<file path="src/hw/rtl/request_ring_with_prepone_unit_assert.svh">
// Assertion macros for the request ring with prepone unit.
`ifndef REQUEST_RING_WITH_PREPONE_UNIT_ASSERT_SVH
`define REQUEST_RING_WITH_PREPONE_UNIT_ASSERT_SVH

`ifndef SYNTH
`define RRP_ASSERT_SAME(lbl, ante, cons) \
  lbl: assert property (@(posedge clk) disable iff (!rst_n) (ante) |-> (cons)) \
    else $error("rrp assertion failed");
`define RRP_ASSERT_NEXT(lbl, ante, cons) \
  lbl: assert property (@(posedge clk) disable iff (!rst_n) (ante) |=> (cons)) \
    else $error("rrp assertion failed");
`else
`define RRP_ASSERT_SAME(lbl, ante, cons)
`define RRP_ASSERT_NEXT(lbl, ante, cons)
`endif

`endif

</file>
<file path="src/hw/rtl/rrp_pkg.sv">
// Shared types, constants and helpers of the request ring with prepone unit.
`timescale 1ns / 1ps
`default_nettype none
package rrp_pkg;

  localparam int QUEUE_SLOTS   = 16;
  localparam int PTR_W         = $clog2(QUEUE_SLOTS);
  localparam int USED_W        = $clog2(QUEUE_SLOTS + 1);
  localparam int CMP_W         = USED_W + 5;
  localparam logic [3:0] PREPONE_CAP_RESET = 4'd8;

  localparam logic [1:0] MODE_ENQ     = 2'd0;
  localparam logic [1:0] MODE_DEQ     = 2'd1;
  localparam logic [1:0] MODE_PREPONE = 2'd2;

  localparam logic [1:0] STAT_OK    = 2'd0;
  localparam logic [1:0] STAT_FULL  = 2'd1;
  localparam logic [1:0] STAT_EMPTY = 2'd2;

  typedef struct packed {
    logic [3:0] chan;
    logic       short_flag;
  } slot_t;

  typedef struct packed {
    logic             we;
    logic [PTR_W-1:0] waddr;
    slot_t            wdata;
    logic [PTR_W-1:0] raddr;
  } ram_req_t;

  typedef struct packed {
    logic       strobe;
    logic [1:0] status;
    logic [3:0] head_chan;
    logic       head_valid;
    logic [4:0] occupancy;
    logic [3:0] moves_done;
    logic       none_moved;
    logic       made_progress;
  } result_t;

  function automatic logic [PTR_W-1:0] ring_next(input logic [PTR_W-1:0] p);
    ring_next = (p == PTR_W'(QUEUE_SLOTS - 1)) ? '0 : p + PTR_W'(1);
  endfunction

endpackage
`default_nettype wire

</file>
<file path="src/hw/rtl/rrp_slot_ram.sv">
// Slot store of the ring: one write port and one registered read port.
`timescale 1ns / 1ps
`default_nettype none
module rrp_slot_ram (
  input  wire logic              clk,
  input  wire rrp_pkg::ram_req_t req,
  output rrp_pkg::slot_t         rdata
);
  import rrp_pkg::*;

  slot_t mem [QUEUE_SLOTS];
  slot_t rdata_r;

  always_ff @(posedge clk) begin
    if (req.we) begin
      mem[req.waddr] <= req.wdata;
    end
    rdata_r <= mem[req.raddr];
  end

  assign rdata = rdata_r;

endmodule
`default_nettype wire

</file>
<file path="src/hw/rtl/rrp_seq.sv">
// Sequencer that runs enqueue, dequeue and the slot-by-slot prepone walk.
`timescale 1ns / 1ps
`default_nettype none
module rrp_seq (
  input  wire logic              clk,
  input  wire logic              rst_n,
  input  wire logic              start,
  input  wire logic [1:0]        mode,
  input  wire logic [3:0]        chan_id,
  input  wire logic              is_short,
  input  wire logic [3:0]        max_prepone,
  input  wire rrp_pkg::slot_t    rdata,
  output rrp_pkg::ram_req_t      req,
  output logic                   busy,
  output rrp_pkg::result_t       res
);
  import rrp_pkg::*;

  typedef enum logic [2:0] {
    S_IDLE, S_LOAD, S_STEP, S_END, S_FETCH, S_LATCH
  } state_t;

  state_t            state_r, state_nxt;
  logic [PTR_W-1:0]  head_r, head_nxt;
  logic [PTR_W-1:0]  tail_r, tail_nxt;
  logic [USED_W-1:0] used_r, used_nxt;
  logic [PTR_W-1:0]  pos_r, pos_nxt;
  logic [3:0]        moves_r, moves_nxt;
  slot_t             carry_r, carry_nxt;
  logic [1:0]        status_r, status_nxt;
  logic              none_r, none_nxt;
  logic              prog_r, prog_nxt;
  result_t           res_r, res_nxt;
  logic [PTR_W-1:0]  pos_adv;
  logic [3:0]        moves_inc;

  function automatic logic loop_go(input logic [3:0] m, input logic [3:0] lim,
                                   input logic [USED_W-1:0] u);
    loop_go = (m < lim) && ((CMP_W'(m) + CMP_W'(1)) < CMP_W'(u));
  endfunction

  always_comb begin
    state_nxt  = state_r;
    head_nxt   = head_r;
    tail_nxt   = tail_r;
    used_nxt   = used_r;
    pos_nxt    = pos_r;
    moves_nxt  = moves_r;
    carry_nxt  = carry_r;
    status_nxt = status_r;
    none_nxt   = none_r;
    prog_nxt   = prog_r;
    res_nxt    = res_r;
    res_nxt.strobe = 1'b0;
    req        = '0;
    pos_adv    = ring_next(pos_r);
    moves_inc  = moves_r + 4'd1;
    case (state_r)
      S_IDLE: begin
        if (start) begin
          status_nxt = STAT_OK;
          moves_nxt  = '0;
          none_nxt   = 1'b0;
          prog_nxt   = 1'b0;
          state_nxt  = S_FETCH;
          case (mode)
            MODE_ENQ: begin
              if (used_r == USED_W'(QUEUE_SLOTS)) begin
                status_nxt = STAT_FULL;
              end else begin
                req.we               = 1'b1;
                req.waddr            = tail_r;
                req.wdata.chan       = chan_id;
                req.wdata.short_flag = is_short;
                tail_nxt             = ring_next(tail_r);
                used_nxt             = used_r + USED_W'(1);
                prog_nxt             = 1'b1;
              end
            end
            MODE_DEQ: begin
              if (used_r == '0) begin
                status_nxt = STAT_EMPTY;
              end else begin
                head_nxt = ring_next(head_r);
                used_nxt = used_r - USED_W'(1);
                prog_nxt = 1'b1;
              end
            end
            MODE_PREPONE: begin
              if (used_r == '0) begin
                status_nxt = STAT_EMPTY;
              end else begin
                req.raddr = head_r;
                pos_nxt   = head_r;
                state_nxt = S_LOAD;
              end
            end
            default: begin
            end
          endcase
        end
      end
      S_LOAD: begin
        carry_nxt = rdata;
        if (loop_go(4'd0, max_prepone, used_r)) begin
          req.raddr = pos_adv;
          state_nxt = S_STEP;
        end else begin
          state_nxt = S_END;
        end
      end
      S_STEP: begin
        if (!rdata.short_flag) begin
          state_nxt = S_END;
        end else begin
          req.we    = 1'b1;
          req.waddr = pos_r;
          req.wdata = rdata;
          pos_nxt   = pos_adv;
          moves_nxt = moves_inc;
          if (loop_go(moves_inc, max_prepone, used_r)) begin
            req.raddr = ring_next(pos_adv);
          end else begin
            state_nxt = S_END;
          end
        end
      end
      S_END: begin
        req.we    = 1'b1;
        req.waddr = pos_r;
        req.wdata = carry_r;
        none_nxt  = (moves_r == '0);
        prog_nxt  = 1'b1;
        state_nxt = S_FETCH;
      end
      S_FETCH: begin
        req.raddr = head_r;
        state_nxt = S_LATCH;
      end
      S_LATCH: begin
        res_nxt.strobe        = 1'b1;
        res_nxt.status        = status_r;
        res_nxt.head_chan     = (used_r != '0) ? rdata.chan : 4'd0;
        res_nxt.head_valid    = (used_r != '0);
        res_nxt.occupancy     = 5'(used_r);
        res_nxt.moves_done    = moves_r;
        res_nxt.none_moved    = none_r;
        res_nxt.made_progress = prog_r;
        state_nxt             = S_IDLE;
      end
      default: begin
        state_nxt = S_IDLE;
      end
    endcase
  end

  always_ff @(posedge clk) begin
    if (!rst_n) begin
      state_r    <= S_IDLE;
      head_r     <= '0;
      tail_r     <= '0;
      used_r     <= '0;
      res_r      <= '0;
    end else begin
      state_r    <= state_nxt;
      head_r     <= head_nxt;
      tail_r     <= tail_nxt;
      used_r     <= used_nxt;
      res_r      <= res_nxt;
    end
    pos_r    <= pos_nxt;
    moves_r  <= moves_nxt;
    carry_r  <= carry_nxt;
    status_r <= status_nxt;
    none_r   <= none_nxt;
    prog_r   <= prog_nxt;
  end

  assign busy = (state_r != S_IDLE);
  assign res  = res_r;

endmodule
`default_nettype wire

</file>
<file path="src/hw/rtl/request_ring_with_prepone_unit.sv">
// Top level of the request ring with prepone unit.
//
//   Channel  Ports                               Handshake
//   input    in_mode, in_chan_id, in_is_short    start high while busy is low
//   result   out_status ... out_made_progress    out_strobe high for one cycle
//   config   cfg_we, cfg_wdata                   cfg_we high, no wait
//
// Enqueue, dequeue and the unused mode go through the fetch and latch states to the
// registered result strobe. A prepone loads the head entry and moves it past the short
// entries behind it, up to max_prepone moves and stopping on a long entry, then writes it back and fetches.
// Each prepone move writes one slot and, unless it is the last move, reads the next slot in the same cycle.
// Reset is synchronous and clears the pointers and the count; max_prepone resets to 8.
// Busy stays high from the accepting edge until the result strobe cycle.
// The receiver cannot stall results.
`timescale 1ns / 1ps
`default_nettype none
module request_ring_with_prepone_unit (
  input  wire logic       clk,
  input  wire logic       rst_n,
  input  wire logic       start,
  output logic            busy,
  input  wire logic [1:0] in_mode,
  input  wire logic [3:0] in_chan_id,
  input  wire logic       in_is_short,
  input  wire logic       cfg_we,
  input  wire logic [3:0] cfg_wdata,
  output logic            out_strobe,
  output logic [1:0]      out_status,
  output logic [3:0]      out_head_chan,
  output logic            out_head_valid,
  output logic [4:0]      out_occupancy,
  output logic [3:0]      out_moves_done,
  output logic            out_none_moved,
  output logic            out_made_progress
);
  import rrp_pkg::*;

`include "request_ring_with_prepone_unit_assert.svh"

  logic [3:0] max_prepone_r;
  ram_req_t   ram_req;
  slot_t      ram_rdata;
  result_t    res;

  always_ff @(posedge clk) begin
    if (!rst_n) begin
      max_prepone_r <= PREPONE_CAP_RESET;
    end else if (cfg_we) begin
      max_prepone_r <= cfg_wdata;
    end
  end

  rrp_slot_ram u_ram (
    .clk   (clk),
    .req   (ram_req),
    .rdata (ram_rdata)
  );

  rrp_seq u_seq (
    .clk         (clk),
    .rst_n       (rst_n),
    .start       (start),
    .mode        (in_mode),
    .chan_id     (in_chan_id),
    .is_short    (in_is_short),
    .max_prepone (max_prepone_r),
    .rdata       (ram_rdata),
    .req         (ram_req),
    .busy        (busy),
    .res         (res)
  );

  assign out_strobe        = res.strobe;
  assign out_status        = res.status;
  assign out_head_chan     = res.head_chan;
  assign out_head_valid    = res.head_valid;
  assign out_occupancy     = res.occupancy;
  assign out_moves_done    = res.moves_done;
  assign out_none_moved    = res.none_moved;
  assign out_made_progress = res.made_progress;

  `RRP_ASSERT_SAME(a_strobe_idle, out_strobe, !busy)
  `RRP_ASSERT_NEXT(a_accept_busy, start && !busy, busy)
  `RRP_ASSERT_SAME(a_valid_occ, out_strobe, out_head_valid == (out_occupancy != 5'd0))
  `RRP_ASSERT_SAME(a_moves_flag, out_strobe && (out_moves_done != 4'd0), !out_none_moved)

endmodule
`default_nettype wire

</file>
<file path="config.mk">
export PLATFORM = sky130hd
export DESIGN_NAME = request_ring_with_prepone_unit
export DESIGN_NICKNAME = d
export VERILOG_FILES = /design/src/hw/rtl/rrp_pkg.sv /design/src/hw/rtl/rrp_slot_ram.sv /design/src/hw/rtl/rrp_seq.sv /design/src/hw/rtl/request_ring_with_prepone_unit.sv
export VERILOG_INCLUDE_DIRS = /design/src /design/src/hw/rtl
export SDC_FILE = /design/constraint.sdc
export NUM_CORES = 1
export LEC_CHECK = 0
export ABC_CLOCK_PERIOD_IN_PS = 4820
export BUFFER_PORTS_ARGS = -buffer_cell sky130_fd_sc_hd__buf_2
export CORE_MARGIN = 4
export CORE_UTILIZATION = 65
export CTS_BUF_LIST = sky130_fd_sc_hd__clkbuf_8
export CTS_CLUSTER_DIAMETER = 150
export DETAILED_ROUTE_END_ITERATION = 7
export GPL_ROUTABILITY_DRIVEN = 1
export GPL_TIMING_DRIVEN = 0
export HOLD_SLACK_MARGIN = 0.15
export MAX_ROUTING_LAYER = met4
export PLACE_DENSITY = 0.84
export SLEW_MARGIN = 5
export SYNTH_ARGS = -nofsm -noshare
export SYNTH_HDL_FRONTEND = slang
export SYNTH_HIERARCHICAL = 1
export SYNTH_SLANG_ARGS = --single-unit
</file>
<file path="constraint.sdc">
create_clock -name clk -period 4.82 [get_ports clk]
set_input_delay 0.964 -clock clk [delete_from_list [all_inputs] [get_ports clk]]
set_output_delay 0.964 -clock clk [all_outputs]
set_load 0.01 [all_outputs]
</file>
# After elaboration in Yosys (flattened, before gate mapping)
# Memory sizes are Yosys's and may differ from the RTL's. A register that Yosys moved wholly into a read port is not among the register bits.
# Index checks and enable logic that the tools add are counted.
# Widths: inputs -> output; s select.
# totals
regBits,56
mem_bits_rw,80
inputBits,15
memories,1
# mem_list
memory,depth,word_bits,read_ports,rd_ports_with_merged_regs,write_ports,line_no,source
u_ram.mem,16,5,1,1,1,rrp_slot_ram.sv:11,slot_t mem [QUEUE_SLOTS];
# classes
n_addsub,8
n_lt_le_gt_ge,4
eq_ne,19
n_mux,46
bitwise_logic,2
n_reduce_logical,20
# ops
cell,count
$mux 4,15
$pmux 10 s3,1
$mux 14,2
$add 4x1->4 const B,5
$mux 10,2
$mux 19,1
$eq 4x4->1 const B,4
$pmux 4 s2,2
$pmux 4 s4,1
$mux 3,5
$pmux 3 s5,1
$ne 2x2->1 const B,6
$lt 10x5->1,1
$mux 5,2
$pmux 5 s2,1
$reduce_and 5->1,2
$mux 1,8
$reduce_and 4->1,2
$eq 3x2->1 const B,2
$eq 3x3->1 const B,2
$pmux 1 s2,3
$reduce_and 2->1,3
$reduce_bool 2->1,3
$add 4x1->5 const B,1
22 further kinds,24

# Logic depth before layout (Yosys ltp)
# depth
depth_word,9
mapped_depth,14

# By module
# The synthesis kept the hierarchy.
# by_module_without_submodules
module,n_inst,cells_per_inst,area_each_um2,seq_area_each_um2
rrp_slot_ram,1,155,3213.1,2502.4
rrp_seq,1,318,2981.6,1211.2
request_ring_with_prepone_unit,1,13,147.6,80.1

# Worst setup path before layout
# No wires, ideal clock.
# synth_timing
kind,register -> register
start,register u_seq.moves_r[0]
end,register u_ram/rdata[0] (netlist name)
setup_ps,123
arrival_time_ps,3133
required_ps,4697
slack_ps,1565
stages_incl_launch_ff,15
period_less_slack_ps,3255
cell_sequence,edfxtp_1 > ha_1 > xnor2_2 > nor3b_1 > xnor2_1 > ha_1 > o21a_1 > o21ai_0 > a21o_1 > nand2_1 > o211ai_1 > buf_6 > mux4_2 > a22oi_1 > nand3_1
# synth_lines
item,line_no,source
start: declaration,rrp_seq.sv:28,"logic [3:0] moves_r, moves_nxt;"
start signal: assignment,rrp_seq.sv:172,moves_r <= moves_nxt;

==> results.md <==
* Status: complete, no violations
* Post-CTS setup buffer count at 0
* Sequential power share at 0.506
* Post-route ant nets at 0
* Crit-path slowest cell: a2111oi_2
* Hold path startpoint: u_seq/res[17]$_SDFFE_PN0P_
* RD Place Congestion at approximately 0.90
* Avg Cell Area, Syn at about 13 µm²
* Die Width at ~110 µm
* Pre-CTS setup slack at 0.903 ns
* Sequential fraction of the synthesis area at 0.598
* Async S/R FF share, synth at 0
* Slew margin rel. at 0.232
* Sw frac at 0.294
* Post-synthesis xor/xnor area fraction at 0.0205
* Critical Path Fanout Max at 10
* 1st-iter DRT viols at 508
* Reg2Reg Depth at 12
* Final setup violation count at 0
* Initial Utilization at 0.677
* Worst R2R Setup Slack at around 0.73 ns
* Grt ovf at 0
* Placed inst area at between 0.006 and 0.007 mm²
* Global-route wire length before repair at 21600 µm
* Most frequent cells after synthesis: edfxtp_1, nand2_1, dfxtp_1
* Die Height at 107 µm
* Setup ws final at approximately 0.73 ns
* Hold depth at 2
* Clock Pin Slew Worst Setup and Hold Paths at approximately 0.09 ns
* Design Area, Final at ~0.0071 mm²
* Adder and majority gate portion of the synthesized area at 0.0395
* Most used cell, CP: nand3_1
* Worst skew pair latency at approximately 0.44 ns
* Share of the synthesized area in the top cell type at 0.459
* Num rows at 35
* CTS Buffer Depth at 2
* Post-synth EDFFs at 97
* Final #Nets at 573
* RSZ-0062 raised after global routing: false
* # resized after CTS at 0
* Cell Area, Synth at between 0.006 and 0.007 mm²
* Vias/cell at just over 6
* Yosys warning count at 6
* Largest family of logic cells by synthesized area: simple AND/OR/NAND/NOR gates
* Peak VDD IR at about 0.00026 V
* Most frequent cell after synthesis: edfxtp_1
* Top cells by area, synth: edfxtp_1, dfxtp_1, mux4_2, ha_1, nand2_1
* Worst Path Required at roughly 5.1 ns
* Worst Tran Pin Value at ~1.1 ns
* Fillers at around 580
* Area occupied by multi-input gates at 0.00236 mm²
* Synth Flop Type: edfxtp_1
* Endpoints failing hold at 0
* Post-CTS Hold Fix Bufs at 0
* Routed wire length at about 13000 µm
* Min-Delay Path Class: reg -> reg
* Register Area at 0.00379 mm²
* Worst setup SP type: flop
* Root Buffer: clkbuf_8
* Vias at about 4200
* Num CTS Buffers at 17
* Max-slew violation count at 0
* H-tree depth at 4
* Layout cell share with drive strength beyond 1 at 0.194
* CP peak stage delay at roughly 0.65 ns
* Drt first pass iters at 6
* WS Path Type: reg -> reg
* Setup TNS at 0 ns
* Core box area at 0.00937 mm²
* Synth Area in Compound Gates at 0.0945
* Overall power at around 2.8 mW
* Mux contribution to synthesized area at 0.0872
* Die footprint at ~0.011 mm²
* Max Cap Violations at 0
* Post-synth top area cell: edfxtp_1
* Hold Slack at 0.464 ns
* Pleak at 2.55 nW
* Pint at around 2.0 mW
* DRC at 0
* Clock sink count at ~140
* Tcrit/Tclk final at 0.848
* Combinational share of power at 0.172
* Setup Skew at about 0.013 ns
* Hold path endpoint: u_seq/res[17]$_SDFFE_PN0P_
* Capturing point of the worst reg2reg path: u_ram/rdata[3]$_DFF_P_
* Ports at 35
* Pwr per Cell Area at between 400 and 500 mW/mm²
* RR Startpoint: u_seq/moves_r[0]$_SDFFCE_PN0P_
* Synthesized instance count at a little under 500
* Total Routing Usage GR at 0.258
* Synth Area in Simple Gates at 0.131
* # port buffers at 33
* Largest net degree at the start of global routing at 17
* Clock share of power at 0.322
* Worst path cell trace: nand3_1, xor2_1, inv_1, ha_1, a21boi_1, a2111oi_2, nand2_1, o211ai_1, buf_6, mux4_2, a22oi_1, nand3_1
* Yosys reg bits at roughly 140
* ANT cells at 0
* Layout area overhead at 11.2%
* Max Clk Rate at between 200 and 250 MHz
* CP Data Arrival Time at 4.40 ns
* Vias in the first global route at approximately 4100
* Sw Pwr at a little over 0.8 mW
* Worst Setup End Kind: flop
* Unique masters post-synth at 63
* Antenna violations before repair at 0
* Routed len/inst at approximately 20 µm
* Tmin final at just over 4 ns
* CTS tree: built
* Syn_nets at 521
* Hpwl dp at 9360 µm
## worst max-delay path by stage
stage | start | endpoint | slack [ns] | cells after the start
4_1_cts | u_seq/moves_r[0]$_SDFFCE_PN0P_ | u_ram/rdata[3]$_DFF_P_ | 0.81 | 12
5_1_grt | u_seq/moves_r[0]$_SDFFCE_PN0P_ | u_ram/rdata[1]$_DFF_P_ | 0.46 | 12
3_3_place_gp | u_seq/moves_r[0]$_SDFFCE_PN0P_ | u_ram/rdata[2]$_DFF_P_ | 0.94 | 12
6_report | u_seq/moves_r[0]$_SDFFCE_PN0P_ | u_ram/rdata[3]$_DFF_P_ | 0.73 | 12
3_5_place_dp | u_seq/moves_r[0]$_SDFFCE_PN0P_ | u_ram/rdata[3]$_DFF_P_ | 0.90 | 12
2_1_floorplan | u_seq/moves_r[0]$_SDFFCE_PN0P_ | u_ram/rdata[0]$_DFF_P_ | 1.56 | 14
## power groups by stage
stage / sequential, mW / clock (mW) / combinational, mW
finish: 1.43 / 0.911 / 0.487
global route: 1.44 / 0.985 / 0.532
CTS: 1.43 / 0.928 / 0.480
detailed placement: 1.45 / 0 / 0.473
global placement: 1.45 / 0 / 0.449
floorplan: 1.44 / 0 / 0.354
## kinds of logic (layout without fill, tap and decap cells)
kind of cell	count (synthesis)	after routing
and+or+nand+nor	159	159
DFF	141	141
AOI/OAI and AO/OA	78	78
buffers and inverters	44	109
muxes	30	30
adders and majority gates	20	20
xor gates and xnor gates	14	14
## worst max-delay path, delay by kind of cell, from the launching register on
family          cells  cell delay, ns
simple gates        3            0.51
fa+ha+maj           1            0.28
flops               1            0.52
buf+inv             2            0.34
mux                 1            0.53
compound gates      4            1.43
xor+xnor            1            0.36
## cell usage in the layout (no fill, tap or decap), types with 9 or more instances in the layout
cell,instances
a21boi_0,13
inv_1,23
and2_1,10
clkbuf_1,11
xnor2_1,11
edfxtp_1,97
mux4_2,20
a22oi_1,10
nor2b_1,17
nand3_1,17
buf_2,40
dfxtp_1,44
nor3_1,9
nand2_1,53
clkbuf_8,17
ha_1,20
o21ai_0,9
nor2_1,24
## registers in the layout (all words and copies together) (netlist names)
register,count
u_seq/used_r,5
u_seq/prog_r,1
u_seq/moves_r,4
u_seq/status_r,2
u_seq/none_r,1
u_seq/head_r,4
u_seq/tail_r,4
u_ram/mem,80
max_prepone_r,4
u_seq/pos_r,4
u_seq/state_r,3
u_seq/res,19
u_ram/rdata,5
u_seq/carry_r,5
## routing by layer
| layer | vias to the layer above | wire length [µm] | GRT usage |
|---|---|---|---|
| met5 | - | 0 | - |
| met4 | 0 | 291 | 0.103 |
| met3 | 29 | 1230 | 0.0674 |
| met2 | 208 | 6330 | 0.385 |
| met1 | 2028 | 5470 | 0.343 |
| li1 | 1923 | - | - |
## per-stage QoR
step / instances / util
6_report: 680 / 0.753
5_1_grt: 680 / 0.753
4_1_cts: 680 / 0.753
2_1_floorplan: 486 / -
3_3_place_gp: 648 / 0.712
3_5_place_dp: 648 / 0.712
## layout make-up
cell class / count / area share
inverters: 23 / 0.0122
flip-flops and latches: 141 / 0.538
plain buffers: 21 / 0.0142
clock inverters: 15 / 0.0215
repair buffers: 33 / 0.0234
well taps: 129 / 0.0229
clock buffers: 17 / 0.0332
multi-input cells: 301 / 0.335
Power figures use the tool's default switching activity.
